===== config.mk =====
export PLATFORM = sky130hd
export DESIGN_NAME = point_in_polygon_test_unit_flat
export DESIGN_NICKNAME = d
export VERILOG_FILES = /design/src/design/pit_pkg.sv /design/src/design/pit_in_if.sv /design/src/design/pit_out_if.sv /design/src/design/pit_ram.sv /design/src/design/pit_edge_unit.sv /design/src/design/pit_seq.sv /design/src/design/point_in_polygon_test_unit.sv /design/src/flat_wrapper.sv
export SDC_FILE = /design/constraint.sdc
export NUM_CORES = 2
export LEC_CHECK = 0
export ABC_AREA = 1
export BUFFER_PORTS_ARGS = -buffer_cell sky130_fd_sc_hd__buf_2
export CORE_MARGIN = 3
export CORE_UTILIZATION = 30
export DETAILED_ROUTE_END_ITERATION = 16
export GPL_TIMING_DRIVEN = 0
export PLACE_DENSITY_LB_ADDON = 0.08
export SETUP_SLACK_MARGIN = 0.02
export SYNTH_ARGS = -nofsm -noshare
export SYNTH_HDL_FRONTEND = slang
export SYNTH_HIERARCHICAL = 1
export SYNTH_SLANG_ARGS = --single-unit

===== constraint.sdc =====
create_clock -name clk_i -period 14.35 [get_ports clk_i]
set_input_delay 2.87 -clock clk_i [delete_from_list [all_inputs] [get_ports clk_i]]
set_output_delay 2.87 -clock clk_i [all_outputs]
set_load 0.01 [all_outputs]

===== src/design/pit_pkg.sv =====
// Shared types and constants of the point-in-polygon test unit.
`timescale 1ns / 1ps
package pit_pkg;

  localparam int COORD_W  = 16;
  localparam int VERTEX_W = 2 * COORD_W;
  localparam int DIFF_W   = COORD_W + 1;
  localparam int PROD_W   = 2 * DIFF_W;
  localparam int CNT_OUT_W = 7;

  typedef enum logic [1:0] {
    MODE_CLEAR  = 2'd0,
    MODE_APPEND = 2'd1,
    MODE_QUERY  = 2'd2
  } mode_e;

  typedef enum logic [2:0] {
    ST_IDLE,
    ST_PREV,
    ST_LOAD,
    ST_MUL_A,
    ST_MUL_B,
    ST_DONE
  } state_e;

  // Step strobes from the sequencer to the edge datapath.
  typedef struct packed {
    logic start;
    logic ld_prev;
    logic ld_edge;
    logic mul_a;
    logic mul_b;
  } edge_ctrl_t;

endpackage


===== src/design/pit_in_if.sv =====
// Input channel: command word with mode and coordinates.
`timescale 1ns / 1ps
interface pit_in_if;
  logic                                valid;
  logic                                ready;
  logic [1:0]                          mode;
  logic signed [pit_pkg::COORD_W-1:0]  coord_x;
  logic signed [pit_pkg::COORD_W-1:0]  coord_y;

  modport source (output valid, output mode, output coord_x, output coord_y, input ready);
  modport sink   (input valid, input mode, input coord_x, input coord_y, output ready);
endinterface


===== src/design/pit_out_if.sv =====
// Output channel: one result word per command word.
`timescale 1ns / 1ps
interface pit_out_if;
  logic                             valid;
  logic                             ready;
  logic                             inside_res;
  logic                             status;
  logic [pit_pkg::CNT_OUT_W-1:0]    vertex_count_now;

  modport source (output valid, output inside_res, output status, output vertex_count_now,
                  input ready);
  modport sink   (input valid, input inside_res, input status, input vertex_count_now,
                  output ready);
endinterface


===== src/design/pit_ram.sv =====
// Generic single-write, single-read RAM with registered read data.
`timescale 1ns / 1ps
module pit_ram #(
  parameter int WIDTH = 32,
  parameter int DEPTH = 64
) (
  input  logic                             clk_i,
  input  logic                             wr_en_i,
  input  logic [$clog2(DEPTH)-1:0]         wr_addr_i,
  input  logic [WIDTH-1:0]                 wr_data_i,
  input  logic                             rd_en_i,
  input  logic [$clog2(DEPTH)-1:0]         rd_addr_i,
  output logic [WIDTH-1:0]                 rd_data_o
);

  logic [WIDTH-1:0] mem_q [DEPTH];
  logic [WIDTH-1:0] rd_data_q;

  always_ff @(posedge clk_i) begin
    if (wr_en_i) begin
      mem_q[wr_addr_i] <= wr_data_i;
    end
    if (rd_en_i) begin
      rd_data_q <= mem_q[rd_addr_i];
    end
  end

  assign rd_data_o = rd_data_q;

endmodule


===== src/design/pit_edge_unit.sv =====
// Edge datapath: coordinate differences, shared multiplier and crossing parity.
`timescale 1ns / 1ps
module pit_edge_unit (
  input  logic                                clk_i,
  input  logic                                rst_ni,
  input  pit_pkg::edge_ctrl_t                 ctrl_i,
  input  logic signed [pit_pkg::COORD_W-1:0]  pt_x_i,
  input  logic signed [pit_pkg::COORD_W-1:0]  pt_y_i,
  input  logic [pit_pkg::VERTEX_W-1:0]        vertex_i,
  output logic                                straddle_o,
  output logic                                inside_o
);

  logic signed [pit_pkg::COORD_W-1:0] px_q, py_q;
  logic signed [pit_pkg::COORD_W-1:0] xj_q, yj_q;
  logic signed [pit_pkg::COORD_W-1:0] xi, yi;
  logic signed [pit_pkg::DIFF_W-1:0]  dx_q, dy_q, bx_q, by_q;
  logic signed [pit_pkg::DIFF_W-1:0]  op_a, op_b;
  logic signed [pit_pkg::PROD_W-1:0]  prod, prod_q, lhs_q;
  logic                               neg_q;
  logic                               pend_q;
  logic                               inside_q;
  logic                               left;
  logic                               toggle;

  assign xi = vertex_i[pit_pkg::COORD_W-1:0];
  assign yi = vertex_i[pit_pkg::VERTEX_W-1:pit_pkg::COORD_W];

  assign straddle_o = (yi > py_q) != (yj_q > py_q);

  // The multiplier first forms (px - xi) * (yj - yi), then (xj - xi) * (py - yi).
  assign op_a = ctrl_i.mul_b ? bx_q : dx_q;
  assign op_b = ctrl_i.mul_b ? by_q : dy_q;
  assign prod = op_a * op_b;

  // When yj < yi both sides were scaled by a negative number, so the sense flips.
  assign left   = neg_q ? (lhs_q > prod_q) : (lhs_q < prod_q);
  assign toggle = pend_q && left;
  assign inside_o = inside_q ^ toggle;

  always_ff @(posedge clk_i) begin
    if (ctrl_i.start) begin
      px_q <= pt_x_i;
      py_q <= pt_y_i;
    end
    if (ctrl_i.ld_prev || ctrl_i.ld_edge) begin
      xj_q <= xi;
      yj_q <= yi;
    end
    if (ctrl_i.ld_edge) begin
      dx_q <= $signed({px_q[pit_pkg::COORD_W-1], px_q}) - $signed({xi[pit_pkg::COORD_W-1], xi});
      dy_q <= $signed({yj_q[pit_pkg::COORD_W-1], yj_q}) - $signed({yi[pit_pkg::COORD_W-1], yi});
      bx_q <= $signed({xj_q[pit_pkg::COORD_W-1], xj_q}) - $signed({xi[pit_pkg::COORD_W-1], xi});
      by_q <= $signed({py_q[pit_pkg::COORD_W-1], py_q}) - $signed({yi[pit_pkg::COORD_W-1], yi});
    end
    if (ctrl_i.mul_a || ctrl_i.mul_b) begin
      prod_q <= prod;
    end
    if (ctrl_i.mul_b) begin
      lhs_q <= prod_q;
      neg_q <= dy_q[pit_pkg::DIFF_W-1];
    end
  end

  always_ff @(posedge clk_i or negedge rst_ni) begin
    if (!rst_ni) begin
      pend_q   <= 1'b0;
      inside_q <= 1'b0;
    end else begin
      pend_q   <= ctrl_i.mul_b;
      inside_q <= ctrl_i.start ? 1'b0 : inside_o;
    end
  end

endmodule


===== src/design/pit_seq.sv =====
// Sequencer: command decode, vertex count, edge walk and result register.
`timescale 1ns / 1ps
module pit_seq #(
  parameter int MAX_VERTICES = 64
) (
  input  logic                                clk_i,
  input  logic                                rst_ni,
  input  logic                                in_valid_i,
  input  logic [1:0]                          in_mode_i,
  output logic                                in_ready_o,
  input  logic                                out_ready_i,
  output logic                                out_valid_o,
  output logic                                out_inside_o,
  output logic                                out_status_o,
  output logic [pit_pkg::CNT_OUT_W-1:0]       out_count_o,
  output logic                                wr_en_o,
  output logic [$clog2(MAX_VERTICES)-1:0]     wr_addr_o,
  output logic                                rd_en_o,
  output logic [$clog2(MAX_VERTICES)-1:0]     rd_addr_o,
  output pit_pkg::edge_ctrl_t                 ctrl_o,
  input  logic                                straddle_i,
  input  logic                                inside_i
);

  localparam int AW = $clog2(MAX_VERTICES);
  localparam int CW = $clog2(MAX_VERTICES + 1);

  pit_pkg::state_e state_q, state_d;
  logic [CW-1:0]   count_q, count_d;
  logic [AW-1:0]   idx_q, idx_d;
  logic [AW-1:0]   last_idx;
  logic            out_valid_q, out_valid_d;
  logic            out_inside_q, out_inside_d;
  logic            out_status_q, out_status_d;
  logic [pit_pkg::CNT_OUT_W-1:0] out_count_q, out_count_d;
  logic            out_free;
  logic            accept;

  assign last_idx = AW'(count_q - CW'(1));
  assign out_free = !out_valid_q || out_ready_i;
  // Only used in the idle state, where the input is ready exactly when the result
  // register is free.
  assign accept   = in_valid_i && out_free;

  always_comb begin
    state_d      = state_q;
    count_d      = count_q;
    idx_d        = idx_q;
    out_valid_d  = out_valid_q && !out_ready_i;
    out_inside_d = out_inside_q;
    out_status_d = out_status_q;
    out_count_d  = out_count_q;
    in_ready_o   = 1'b0;
    wr_en_o      = 1'b0;
    wr_addr_o    = AW'(count_q);
    rd_en_o      = 1'b0;
    rd_addr_o    = idx_q + AW'(1);
    ctrl_o       = '0;

    case (state_q)
      pit_pkg::ST_IDLE: begin
        in_ready_o = out_free;
        if (accept) begin
          out_valid_d  = 1'b1;
          out_inside_d = 1'b0;
          out_status_d = 1'b0;
          out_count_d  = pit_pkg::CNT_OUT_W'(count_q);
          case (in_mode_i)
            pit_pkg::MODE_CLEAR: begin
              count_d     = '0;
              out_count_d = '0;
            end
            pit_pkg::MODE_APPEND: begin
              if (count_q < CW'(MAX_VERTICES)) begin
                wr_en_o     = 1'b1;
                count_d     = count_q + CW'(1);
                out_count_d = pit_pkg::CNT_OUT_W'(count_q + CW'(1));
              end else begin
                out_status_d = 1'b1;
              end
            end
            pit_pkg::MODE_QUERY: begin
              // An empty polygon answers at once; otherwise fetch the last vertex
              // first so that vertex zero pairs with it.
              if (count_q != '0) begin
                out_valid_d  = 1'b0;
                ctrl_o.start = 1'b1;
                rd_en_o      = 1'b1;
                rd_addr_o    = last_idx;
                state_d      = pit_pkg::ST_PREV;
              end
            end
            default: begin
            end
          endcase
        end
      end
      pit_pkg::ST_PREV: begin
        ctrl_o.ld_prev = 1'b1;
        rd_en_o        = 1'b1;
        rd_addr_o      = '0;
        idx_d          = '0;
        state_d        = pit_pkg::ST_LOAD;
      end
      pit_pkg::ST_LOAD: begin
        ctrl_o.ld_edge = 1'b1;
        if (straddle_i) begin
          state_d = pit_pkg::ST_MUL_A;
        end else if (idx_q == last_idx) begin
          state_d = pit_pkg::ST_DONE;
        end else begin
          rd_en_o = 1'b1;
          idx_d   = idx_q + AW'(1);
          state_d = pit_pkg::ST_LOAD;
        end
      end
      pit_pkg::ST_MUL_A: begin
        ctrl_o.mul_a = 1'b1;
        state_d      = pit_pkg::ST_MUL_B;
      end
      pit_pkg::ST_MUL_B: begin
        ctrl_o.mul_b = 1'b1;
        if (idx_q == last_idx) begin
          state_d = pit_pkg::ST_DONE;
        end else begin
          rd_en_o = 1'b1;
          idx_d   = idx_q + AW'(1);
          state_d = pit_pkg::ST_LOAD;
        end
      end
      pit_pkg::ST_DONE: begin
        // The last edge's compare resolves in this cycle inside the edge unit.
        if (out_free) begin
          out_valid_d  = 1'b1;
          out_inside_d = inside_i;
          out_status_d = 1'b0;
          out_count_d  = pit_pkg::CNT_OUT_W'(count_q);
          state_d      = pit_pkg::ST_IDLE;
        end
      end
      default: begin
        state_d = pit_pkg::ST_IDLE;
      end
    endcase
  end

  always_ff @(posedge clk_i or negedge rst_ni) begin
    if (!rst_ni) begin
      state_q     <= pit_pkg::ST_IDLE;
      count_q     <= '0;
      idx_q       <= '0;
      out_valid_q <= 1'b0;
    end else begin
      state_q     <= state_d;
      count_q     <= count_d;
      idx_q       <= idx_d;
      out_valid_q <= out_valid_d;
    end
  end

  always_ff @(posedge clk_i) begin
    out_inside_q <= out_inside_d;
    out_status_q <= out_status_d;
    out_count_q  <= out_count_d;
  end

  assign out_valid_o  = out_valid_q;
  assign out_inside_o = out_inside_q;
  assign out_status_o = out_status_q;
  assign out_count_o  = out_count_q;

endmodule


===== src/design/point_in_polygon_test_unit.sv =====
// Top level of the point-in-polygon test unit.
`timescale 1ns / 1ps
// Holds a polygon of up to MAX_VERTICES vertices in a RAM and answers one result word
// for every command word: clear the polygon, append a vertex, or test whether a point
// lies inside by the crossing-number rule, with an exact signed cross-multiplication in
// place of a division. Clear, append and a query on an empty polygon are answered
// straight from the idle state. A query walks the vertices in turn: the single RAM
// read port fetches one vertex a cycle except while one 17 x 17 bit multiplier forms
// both products of a spanning edge, one after the other. The input is not ready while
// a query runs.
module point_in_polygon_test_unit #(
  parameter int MAX_VERTICES = 64
) (
  input  logic       clk_i,
  input  logic       rst_ni,
  pit_in_if.sink     in_i,
  pit_out_if.source  out_o
);

  localparam int AW = $clog2(MAX_VERTICES);

  logic                          wr_en;
  logic [AW-1:0]                 wr_addr;
  logic                          rd_en;
  logic [AW-1:0]                 rd_addr;
  logic [pit_pkg::VERTEX_W-1:0]  rd_data;
  pit_pkg::edge_ctrl_t           ctrl;
  logic                          straddle;
  logic                          inside_flag;

  pit_seq #(
    .MAX_VERTICES(MAX_VERTICES)
  ) u_seq (
    .clk_i        (clk_i),
    .rst_ni       (rst_ni),
    .in_valid_i   (in_i.valid),
    .in_mode_i    (in_i.mode),
    .in_ready_o   (in_i.ready),
    .out_ready_i  (out_o.ready),
    .out_valid_o  (out_o.valid),
    .out_inside_o (out_o.inside_res),
    .out_status_o (out_o.status),
    .out_count_o  (out_o.vertex_count_now),
    .wr_en_o      (wr_en),
    .wr_addr_o    (wr_addr),
    .rd_en_o      (rd_en),
    .rd_addr_o    (rd_addr),
    .ctrl_o       (ctrl),
    .straddle_i   (straddle),
    .inside_i     (inside_flag)
  );

  pit_ram #(
    .WIDTH(pit_pkg::VERTEX_W),
    .DEPTH(MAX_VERTICES)
  ) u_vertex_ram (
    .clk_i     (clk_i),
    .wr_en_i   (wr_en),
    .wr_addr_i (wr_addr),
    .wr_data_i ({in_i.coord_y, in_i.coord_x}),
    .rd_en_i   (rd_en),
    .rd_addr_i (rd_addr),
    .rd_data_o (rd_data)
  );

  pit_edge_unit u_edge (
    .clk_i      (clk_i),
    .rst_ni     (rst_ni),
    .ctrl_i     (ctrl),
    .pt_x_i     (in_i.coord_x),
    .pt_y_i     (in_i.coord_y),
    .vertex_i   (rd_data),
    .straddle_o (straddle),
    .inside_o   (inside_flag)
  );

endmodule

===== src/flat_wrapper.sv =====
// flat-port wrapper written by rule: the top's interface ports become plain ports
module point_in_polygon_test_unit_flat 
#(
  parameter int MAX_VERTICES = 64
)
  (clk_i, rst_ni, in_i_valid, in_i_mode, in_i_coord_x, in_i_coord_y, in_i_ready, out_o_valid, out_o_inside_res, out_o_status, out_o_vertex_count_now, out_o_ready);
  pit_in_if in_i_i ();
  pit_out_if out_o_i ();
  input  logic clk_i;
  input  logic rst_ni;
  input wire logic [$bits(in_i_i.valid)-1:0] in_i_valid;
  input wire logic [$bits(in_i_i.mode)-1:0] in_i_mode;
  input wire logic [$bits(in_i_i.coord_x)-1:0] in_i_coord_x;
  input wire logic [$bits(in_i_i.coord_y)-1:0] in_i_coord_y;
  output wire logic [$bits(in_i_i.ready)-1:0] in_i_ready;
  output wire logic [$bits(out_o_i.valid)-1:0] out_o_valid;
  output wire logic [$bits(out_o_i.inside_res)-1:0] out_o_inside_res;
  output wire logic [$bits(out_o_i.status)-1:0] out_o_status;
  output wire logic [$bits(out_o_i.vertex_count_now)-1:0] out_o_vertex_count_now;
  input wire logic [$bits(out_o_i.ready)-1:0] out_o_ready;
  assign in_i_i.valid = in_i_valid;
  assign in_i_i.mode = in_i_mode;
  assign in_i_i.coord_x = in_i_coord_x;
  assign in_i_i.coord_y = in_i_coord_y;
  assign in_i_ready = in_i_i.ready;
  assign out_o_valid = out_o_i.valid;
  assign out_o_inside_res = out_o_i.inside_res;
  assign out_o_status = out_o_i.status;
  assign out_o_vertex_count_now = out_o_i.vertex_count_now;
  assign out_o_i.ready = out_o_ready;
  point_in_polygon_test_unit #(.MAX_VERTICES(MAX_VERTICES)) u_core (.clk_i(clk_i), .rst_ni(rst_ni), .in_i(in_i_i), .out_o(out_o_i));
endmodule

==> metrics.md <==
| Metric | Value |
|---|---|
| Site Rows | `~220` |
| Vias per cell | `5.15` |
| Share of cells above drive strength 1 | `between 10% and 20%` |
| Final TNS setup | `0 ps` |
| Clock Path Buffers | `4` |
| GRT Max-Usage Layer | `met2` |
| Final min period | `8800 ps` |
| Buf/Inv on CP | `8` |
| Share of the synthesized area in the top cell type | `64.4%` |
| DRT antenna net count | `0` |
| Area grow syn2layout | `17.7%` |
| Post_cts resized | `0` |
| Vias | `76200` |
| Hpwl dp | `339 mm` |
| Rel. slew slack | `-3.77%` |
| Asr flop ratio synth | `0.823%` |
| Met2 Usage GRT | `41.1%` |
| Slowest stage delay, CP | `630 ps` |
| Critical-path top delay cell | `mux2i_2` |
| Critical path endpoint category | `flip-flop` |
| Critical Path AT | `about 9500 ps` |
| Kind of critical path | `flip-flop to flip-flop` |
| Final Skew | `between 70 and 80 ps` |
| Latest clock arrival within the worst-skew pair | `940 ps` |
| Crit-path most repeated cell | `fa_1` |
| Final Cycle Share | `61.3%` |
| Yosys cell types | `59` |
| Slew Viols, Final | `11` |
| M3 GR Usage | `3.21%` |
| CTS tree | `done` |
| Filler Cells Inserted | `roughly 35000` |
| Root Driver | `clkbuf_16` |
| CTS buffer count | `278` |
| FF+latch count, synth | `2309` |
| Drt wl/cell | `31.4 µm` |
| Failing checks | `capacitance limit, slew limit` |
| Crit path launch type | `flip-flop` |
| Post-synth EDFFs | `around 2300` |
| Port Buf Inserts | `48` |
| CTS sink cnt | `roughly 2300` |
| Number of global-route vias before repair | `73400` |
| Total die area | `363000 µm²` |
| Register area share after synthesis | `64.8%` |
| Final Hold Fails | `0` |
| DRC | `0` |
| Required @ worst endpoint | `around 15000 ps` |
| Post-CTS Setup Inserts | `0` |
| Synthesized area | `107000 µm²` |
| Final number of setup-violating endpoints | `0` |
| Hold slack | `440 ps` |
| Pre-CTS WS | `5310 ps` |
| Die width | `603 µm` |
| Dominant cells by area after synthesis | `edfxtp_1 (64%), nand2_1 (9.2%), nand3_1 (9.2%)` |
| Drt first pass iters | `6` |
| Outcome | `finished with violations` |
| Initial Util | `30.2%` |
| Core area | `353000 µm²` |
| CP Max Fanout | `17` |
| Leading area contributor after synthesis | `edfxtp_1` |
| Global placement routability congestion | `0.919` |
| Synth Area per Inst | `roughly 11 µm²` |
| Hold Buf Count CTS | `0` |
| Ys flop type | `edfxtp_1` |
| Synthesis warning total | `6` |
| Gr usage total | `25.0%` |
| Nets | `10400` |
| Synth Instances | `9290` |
| Inst Count DP | `14300` |
| Grt total ovfl | `0` |
| Synthesized net count | `9832` |
| Chip Height | `603 µm` |
| Max-Cap Viols | `1` |
| Slack of the critical path | `5550 ps` |
| Initial antenna violation count | `43` |
| First-pass GRT wire length | `roughly 630 mm` |
| Final wirelength | `465 mm` |
| Top Family by Delay on Critical Path | `adder cells` |
| Largest net degree at the start of global routing | `66` |
| H-Tree Depth | `5` |
| CTS clk-pin slew, worst paths | `around 60 ps` |
| Max Fclk | `114 MHz` |
| Met1 Resource Use GR | `32.8%` |
| Hold Crit Class | `flip-flop to flip-flop` |
| RSZ-0062 raised after global routing | `false` |
| Post-Layout Cell Count | `14800` |
| Io pins | `49` |
| DR iter-0 viols | `8111` |
| Measured slew at the worst slew-check pin | `between 1500 and 2000 ps` |
==> registers in the layout (all words and copies together) (netlist names), 6 cells and up <==
register,count
u_core/u_edge/dy_q,17
u_core/u_edge/px_q,16
u_core/u_edge/py_q,16
u_core/u_edge/bx_q,17
u_core/u_edge/dx_q,17
u_core/u_seq/count_q,7
u_core/u_edge/yj_q,16
u_core/u_edge/by_q,17
u_core/u_edge/lhs_q,34
u_core/u_vertex_ram/mem_q,2048
u_core/u_seq/idx_q,6
u_core/u_vertex_ram/rd_data_o,32
u_core/u_seq/out_count_o,7
u_core/u_edge/xj_q,16
u_core/u_edge/prod_q,34
==> logic make-up (layout without fill, tap and decap cells) <==
logic type               count (synthesis)  in the layout  synth area share (%)
AO/OA/AOI/OAI                          280            280                  1.66
buffers and inverters                 1074           1810                  4.37
AND/OR/NAND/NOR                       5022           5022                  20.3
XOR/XNOR                                97             97                 0.795
flip-flops                            2309           2309                  64.8
multiplexers                             4              4                0.0410
adder cells (fa/ha/maj)                504            504                  8.01
other                                    0             34                     0
==> routing by layer <==
| layer | wire length (µm) | part of all wire, % | up-vias |
|---|---|---|---|
| li1 | - | - | 33300 |
| met2 | 218000 | 47 | 2952 |
| met3 | 29300 | 6.3 | 756 |
| met5 | 16 | 0.0034 | - |
| met4 | 24300 | 5.2 | 2 |
| met1 | 193000 | 41 | 39200 |
==> worst register-to-register path: stages (launching register included) <==
cell and delay, ps:
dfrtp_1 430, nor2_1 120, inv_1 90, nor2_4 520
buf_4 320, buf_4 260, mux2i_2 640, buf_2 360
nor2_1 100, fa_1 570, inv_1 60, fa_1 540
fa_1 540, inv_1 50, fa_1 490, fa_1 500
inv_1 50, fa_1 480, inv_1 40, ha_1 390
nand4_1 230, nor2_1 580, nand4_1 270, nand3_1 330
a21o_1 230, a21oi_2 70, xnor2_1 310
==> path summary, 6_finish.rpt <==
check / start / endpoint / slack [ps] / depth (start not counted)
worst max-delay path: u_core/u_seq/state_q[0]$_DFFE_PN0P_ / u_core/u_edge/prod_q[28]$_DFFE_PP_ / 5550 / 26
worst min-delay path: u_core/u_edge/prod_q[13]$_DFFE_PP_ / u_core/u_edge/lhs_q[13]$_DFFE_PP_ / 440 / 0
worst max register to register: u_core/u_seq/state_q[0]$_DFFE_PN0P_ / u_core/u_edge/prod_q[28]$_DFFE_PP_ / 5550 / 26
worst min register to register: u_core/u_edge/prod_q[13]$_DFFE_PP_ / u_core/u_edge/lhs_q[13]$_DFFE_PP_ / 440 / 0
max in group asynchronous: rst_ni / u_core/u_seq/count_q[6]$_DFFE_PN0P_ / 12050 / 1
min in group asynchronous: rst_ni / u_core/u_edge/inside_q$_DFF_PN0_ / 1950 / 1
==> layout make-up <==
| class | count | area, µm² | area share (%) |
|---|---|---|---|
| Antenna cell | 34 | 85.1 | 0.0677 |
| Buffer | 487 | 2470 | 1.96 |
| Clock buffer | 347 | 7300 | 5.81 |
| Clock inverter | 138 | 1320 | 1.05 |
| Inverter | 587 | 2210 | 1.75 |
| Multi-Input combinational cell | 5907 | 33400 | 26.6 |
| Sequential cell | 2309 | 69200 | 55.1 |
| Tap cell | 4730 | 5920 | 4.71 |
| Timing Repair Buffer | 251 | 3820 | 3.04 |
==> through the flow <==
step | instance area, µm² | utilization (%)
6_report | 126000 | 35.6
5_1_grt | 126000 | 35.6
4_1_cts | 126000 | 35.6
3_5_place_dp | 117000 | 33.1
3_3_place_gp | 113000 | 32.0
2_1_floorplan | 107000 | -
==> cell usage after synthesis (4+ instances only) <==
library cell / number
a21boi_2: 4
a21o_1: 12
a21oi_1: 105
a21oi_2: 11
a221oi_1: 4
a31oi_1: 5
buf_1: 40
buf_2: 305
buf_4: 54
buf_6: 4
clkbuf_1: 82
dfrtp_1: 19
edfxtp_1: 2290
fa_1: 300
ha_1: 204
inv_1: 560
inv_2: 26
nand2_1: 2628
nand2_2: 8
nand3_1: 1962
nand3_2: 5
nand3b_1: 4
nand4_1: 29
nor2_1: 306
nor2_2: 9
nor3_1: 13
nor4_1: 11
o21ai_0: 46
o21ai_1: 23
o21ai_2: 31
o21bai_1: 10
o21bai_2: 5
o22ai_1: 5
o31ai_1: 4
or2_2: 34
xnor2_1: 33
xor2_1: 64
==> cells in the final DEF, fill, tap and decap left out, types with 18 or more instances in the layout <==
| cell type | instances |
|---|---|
| buf_2 | 321 |
| nand2_1 | 2627 |
| ha_1 | 204 |
| edfxtp_1 | 2290 |
| buf_1 | 40 |
| bufinv_16 | 18 |
| buf_4 | 149 |
| inv_2 | 26 |
| nand4_1 | 29 |
| clkbuf_1 | 143 |
| clkinv_2 | 39 |
| diode_2 | 34 |
| nor2_1 | 249 |
| a21oi_1 | 105 |
| dfrtp_1 | 19 |
| o21ai_2 | 31 |
| clkbuf_16 | 282 |
| nand3_1 | 1962 |
| xnor2_1 | 33 |
| nor2_4 | 60 |
| o21ai_1 | 23 |
| inv_1 | 560 |
| clkinv_1 | 53 |
| o21ai_0 | 46 |
| or2_2 | 34 |
| fa_1 | 300 |
| buf_12 | 85 |
| buf_16 | 43 |
| xor2_1 | 64 |
Power is not shown: default switching activity piles up to over one toggle a cycle in this logic, so the estimate is an artifact.
